$ cat config.mk
export PLATFORM = sky130hd
export DESIGN_NAME = tbt_ctrl
export DESIGN_NICKNAME = d
export VERILOG_FILES = /design/src/sv/tbt_pkg.sv /design/src/sv/tbt_ctrl.sv
export SDC_FILE = /design/constraint.sdc
export NUM_CORES = 1
export LEC_CHECK = 0
export ABC_AREA = 1
export BUFFER_PORTS_ARGS = -buffer_cell sky130_fd_sc_hd__buf_2
export CAP_MARGIN = 20
export CORE_AREA = 2 2 39 41
export DETAILED_ROUTE_END_ITERATION = 10
export DIE_AREA = 0 0 41 43
export PLACE_DENSITY_LB_ADDON = 0.3
export SKIP_CTS_REPAIR_TIMING = 1
export SLEW_MARGIN = 20
export SYNTH_ARGS = -nofsm -noshare
export SYNTH_HDL_FRONTEND = slang
export SYNTH_SLANG_ARGS = --single-unit
$ cat constraint.sdc
create_clock -name clock -period 2.4 [get_ports clock]
set_input_delay 0.12 -clock clock [delete_from_list [all_inputs] [get_ports clock]]
set_output_delay 0.12 -clock clock [all_outputs]
set_load 0.01 [all_outputs]
$ cat src/sv/tbt_pkg.sv
`default_nettype none

package tbt_pkg;

   // Table size and field widths.
   localparam int TBT_NUM_TASKS = 16;
   localparam int TASK_W        = 4;
   localparam int COUNT_W       = 5;
   localparam int TICK_W        = 48;
   localparam int NS_W          = 32;
   localparam int CONS_W        = 64;
   localparam int END_W         = TICK_W + 1;
   localparam int PT_W          = 13;
   localparam int MUL_A_W       = 32;
   localparam int MUL_B_W       = 27;
   localparam int MUL_W         = MUL_A_W + MUL_B_W;
   localparam int ID_EXT_W      = 9;

   // One tick is one million nanoseconds.
   localparam logic [MUL_B_W-1:0] NS_PER_TICK = MUL_B_W'(1000000);

   // A period is divided by one million as (period >> 6) / 15625. The quotient by
   // 15625 comes from a rounded-up reciprocal scaled by 2^40, which is exact for
   // every 26-bit dividend.
   localparam int DIV_PRE_SHIFT = 6;
   localparam int DIV_SHIFT     = 40;
   localparam logic [MUL_B_W-1:0] DIV_RECIP =
      MUL_B_W'(((64'd1 << DIV_SHIFT) + 64'd15624) / 64'd15625);

   // Reset values of the configuration registers.
   localparam logic [NS_W-1:0] MIN_PERIOD_RESET = NS_W'(1000000);
   localparam logic [NS_W-1:0] MAX_PERIOD_RESET = NS_W'(1000000000);

   // Configuration register indexes.
   localparam logic CSR_MIN_PERIOD = 1'b0;
   localparam logic CSR_MAX_PERIOD = 1'b1;

   typedef enum logic [1:0] {
      FUNC_SET     = 2'd0,
      FUNC_CLEAR   = 2'd1,
      FUNC_ACCOUNT = 2'd2,
      FUNC_SCAN    = 2'd3
   } func_type;

   typedef enum logic [3:0] {
      ST_IDLE,
      ST_OP_RD,
      ST_OP_SUM,
      ST_OP_WR,
      ST_SC_RD,
      ST_SC_DIV,
      ST_SC_END,
      ST_SC_CHK,
      ST_SC_FIN
   } state_type;

   typedef struct packed {
      logic [NS_W-1:0]   runtime;
      logic [NS_W-1:0]   period;
      logic [CONS_W-1:0] consumed;
      logic [TICK_W-1:0] start;
   } entry_type;

   typedef struct packed {
      logic               status;
      logic               may_run;
      logic               replenished_valid;
      logic [TASK_W-1:0]  replenished_task;
      logic [COUNT_W-1:0] replenished_count;
      logic               last;
   } rsp_type;

   // Commands from the controller to the datapath.
   typedef struct packed {
      logic req_ready;
      logic latch;
      logic rd_en;
      logic rd_scan;
      logic mul_en;
      logic mul_div;
      logic sum_en;
      logic end_en;
      logic commit_op;
      logic commit_repl;
      logic emit_final;
      logic idx_clr;
      logic idx_inc;
   } cmd_type;

   // Status from the datapath to the controller.
   typedef struct packed {
      logic req_valid;
      logic is_scan;
      logic hit;
      logic idx_last;
      logic rsp_free;
   } sts_type;

endpackage

`default_nettype wire

$ cat src/sv/tbt_ctrl.sv
`default_nettype none

module tbt_ctrl (
   input  wire logic             clock,
   input  wire logic             reset,
   input  wire tbt_pkg::sts_type sts,
   output tbt_pkg::cmd_type      cmd
);
   import tbt_pkg::*;

   state_type state_ff;
   state_type state_in;

   always_ff @(posedge clock) begin
      if (reset) begin
         state_ff <= ST_IDLE;
      end else begin
         state_ff <= state_in;
      end
   end

   always_comb begin
      state_in = state_ff;
      cmd      = '0;
      unique case (state_ff)
         ST_IDLE: begin
            cmd.req_ready = 1'b1;
            if (sts.req_valid) begin
               cmd.latch = 1'b1;
               if (sts.is_scan) begin
                  cmd.idx_clr = 1'b1;
                  state_in    = ST_SC_RD;
               end else begin
                  state_in = ST_OP_RD;
               end
            end
         end
         ST_OP_RD: begin
            cmd.rd_en  = 1'b1;
            cmd.mul_en = 1'b1;
            state_in   = ST_OP_SUM;
         end
         ST_OP_SUM: begin
            cmd.sum_en = 1'b1;
            state_in   = ST_OP_WR;
         end
         ST_OP_WR: begin
            if (sts.rsp_free) begin
               cmd.commit_op = 1'b1;
               state_in      = ST_IDLE;
            end
         end
         ST_SC_RD: begin
            cmd.rd_en   = 1'b1;
            cmd.rd_scan = 1'b1;
            state_in    = ST_SC_DIV;
         end
         ST_SC_DIV: begin
            cmd.mul_en  = 1'b1;
            cmd.mul_div = 1'b1;
            state_in    = ST_SC_END;
         end
         ST_SC_END: begin
            cmd.end_en = 1'b1;
            state_in   = ST_SC_CHK;
         end
         ST_SC_CHK: begin
            if (!sts.hit || sts.rsp_free) begin
               cmd.commit_repl = sts.hit;
               if (sts.idx_last) begin
                  state_in = ST_SC_FIN;
               end else begin
                  cmd.idx_inc = 1'b1;
                  state_in    = ST_SC_RD;
               end
            end
         end
         ST_SC_FIN: begin
            if (sts.rsp_free) begin
               cmd.emit_final = 1'b1;
               state_in       = ST_IDLE;
            end
         end
         default: begin
            state_in = ST_IDLE;
         end
      endcase
   end

   // An entry that needs no replenish moves straight on to the next read.
   a_scan_skip: assert property (@(posedge clock) disable iff (reset)
      (state_ff == ST_SC_CHK && !sts.hit && !sts.idx_last) |=> state_ff == ST_SC_RD)
      else $error("scan did not advance past an idle entry");

endmodule

`default_nettype wire

==> qor.txt <==
Max reg flops - 4
Vias in the first global route - 375
Worst hold path depth - 4
Largest net degree at the start of global routing - 7
Die Span X - 41 um
Routed vias - 457
FF+latch area - 80.08 um2
Worst-case clock buffer depth - 2
Clk slew on worst S/H paths - 0.04 ns
Clk pwr share - 0.130
Nets - 101
Leakage - 0.3232 nW
Crit path buf inv count - 4
CP startpoint - state_ff[2]
First-pass GRT wire length - 1.393 mm
Placed Cells - 105
Wirelength per Cell - 8.306 um
Die H - 43 um
Fin area - 531.8 um2
1st-pass router iterations - 2
Post-synth top area share - 0.2032
DRC viols - 0
WL final - 897 um
Status - finished clean
Final Cycle Share - 0.6154
Reg2Reg Launch Point - state_ff[2]
Switch share - 0.5114
Flop2flop setup slack - 1.22 ns
Most area-consuming cells after synthesis - dfxtp_1 20%, nor2_1 13%, nand2_1 11%
CP max-delay cell - dfxtp_1
Multi-input gate area - 251.5 um2
Synth Net Count - 77
Post-synthesis sequential area ratio - 0.2032
Net Sw Power - 0.0003187 W
Skew final - 0.005266 ns
Ys Warns - 0
CTS tree - built
HPWL after detailed placement - 797.6 um
FF-to-FF path depth - 9
Row count - 14
Hold Path Sink - state_ff[3]
Slew Viols, Final - 0
Share of layout cells above drive strength 1 - 0.4348
N_diodes - 0
Slowest stage delay, CP - 0.33 ns
Biggest area consumer among synthesized cells - dfxtp_1
List of most frequent post-synthesis cells - 14 x nor2_1, 12 x nand2_1, 10 x inv_1
Reg2reg end - state_ff[0]
Worst min-delay path category - in -> reg
Maxcap violations - 0
Gr ovfl total - 0
Unique masters post-synth - 15
Synthesis-to-layout area growth - 34.92%
Async set-reset flop share out of synthesis - 0
Startpoint Class - register
Top-count cell post-synth - nor2_1
Final hold viol count - 0
Worst Max-Slew Pin Slew - 0.2129 ns
Non-filler instance count after layout - 108
Worst setup EP type - output port
CTS H-tree lvls - 1
RSZ-0062 raised after global routing - no
CTS sink count - 4
Worst vdd ir - 0.3882 mV
I/O Pins - 20
Top reg by flops - state_ff
CTS root buf - clkbuf_4
Initial drt markers - 5
Final setup viols - 0
Worst rel slew slack - 0.8578
Gr usage total - 0.1174
Area after DPL - 509.2 um2
Mapped Cells - 70
Final TNS setup - 0 ns
Req. time, crit path - 2.28 ns
Critical-path cell list - inv_1 > nor2_2 > inv_2 > nor2_1 > inv_1 > nor3_1 > buf_2
Final ANT Viol Nets - 0
Top delay family on crit path - simple AND/OR/NAND/NOR gates
Fillers - 169
Die area - 1763 um2
Fmax - 677.1 MHz
Crit Path Class - reg -> out
Cell repeated most along the worst path - inv_1
Clock Latency Late Sink - 0.23 ns
Critical path arrival - 1.36 ns
Ys flop type - dfxtp_1
Pwr Density - 1172 nW/um2
Core area - 1384 um2
Num CTS Buffers - 3
DR vias/cell - 4.231
Fin crit period - 1.477 ns
Mapped Avg Cell Area - 5.630 um2
GP Congestion - 0.7754
PortBufs - 19
Hold_sp - reset
Register bit count reported by yosys - 4
Peak fanout along the critical path - 4
Top Registers - state_ff (4)
Int Power - 0.0003045 W
Hold_ws - 0.1589 ns
Initial antenna violation count - 0
Logic pwr share - 0.676
Share of power burned in registers - 0.193
EDFF count, synth - 0
Finished Core Util - 0.3843
Starting Density - 0.2848
Synthesized area - 394.1 um2
-- per-stage QoR --
stage                      power, W  worst slack [ns]
after floorplan           0.0004424             1.252
after global placement    0.0005517             1.200
after detailed placement  0.0005502             1.172
after CTS                 0.0006371            0.9177
after global routing      0.0006936            0.7603
final                     0.0006232            0.9231
-- worst max path at each step --
stage	slack [ns]	end	depth (start not counted)
finish	0.92	cmd[0]	7
detailed placement	1.17	cmd[0]	7
CTS	0.92	cmd[0]	7
global route	0.76	cmd[0]	7
global placement	1.20	state_ff[1]	8
floorplan	1.25	cmd[1]	5
-- metal layers --
layer | GRT usage | wire length (um) | vias up
li1 | - | - | 256
met1 | 0.1314 | 426 | 188
met2 | 0.1813 | 410 | 13
met3 | 0.07853 | 60 | 0
met4 | 0.02000 | 0 | 0
met5 | 0 | 0 | -
-- worst reg2reg max path: cells and delay by family (launching register included) --
family | cells | cell delay (ns)
simple gates | 7 | 0.61
flops | 1 | 0.33
buf+inv | 2 | 0.13
-- cell families after synthesis --
group | synth area share
DFF | 0.2032
and+or+nand+nor | 0.5873
buffers and inverters | 0.1588
AOI/OAI and AO/OA | 0.05080
-- layout make-up --
cell class,count,share of cell area
inverter,16,0.1176
clock buffer,3,0.04235
multi-input combinational,50,0.4729
sequential,4,0.1506
tap,16,0.03765
timing repair buffer,19,0.1788
-- cells in the final DEF, fill, tap and decap left out --
| cell type | count |
|---|---|
| o22ai_1 | 1 |
| nand2_2 | 3 |
| nand3_1 | 6 |
| buf_2 | 19 |
| inv_1 | 10 |
| inv_4 | 1 |
| nand2_4 | 2 |
| nor2_2 | 5 |
| nor2_1 | 14 |
| nor3_1 | 4 |
| inv_2 | 5 |
| o21ai_2 | 1 |
| nand2_1 | 12 |
| clkbuf_4 | 3 |
| a21oi_1 | 1 |
| dfxtp_1 | 4 |
| nor2_4 | 1 |
-- power groups by stage --
stage	clock network [W]	logic (W)	registers, W
finish	0.0000812	0.000422	0.000121
global route	0.0000940	0.000476	0.000123
CTS	0.0000858	0.000431	0.000121
detailed placement	0	0.000429	0.000122
global placement	0	0.000432	0.000120
floorplan	0	0.000326	0.000116
Note: power is estimated with default switching activity, not from simulation.
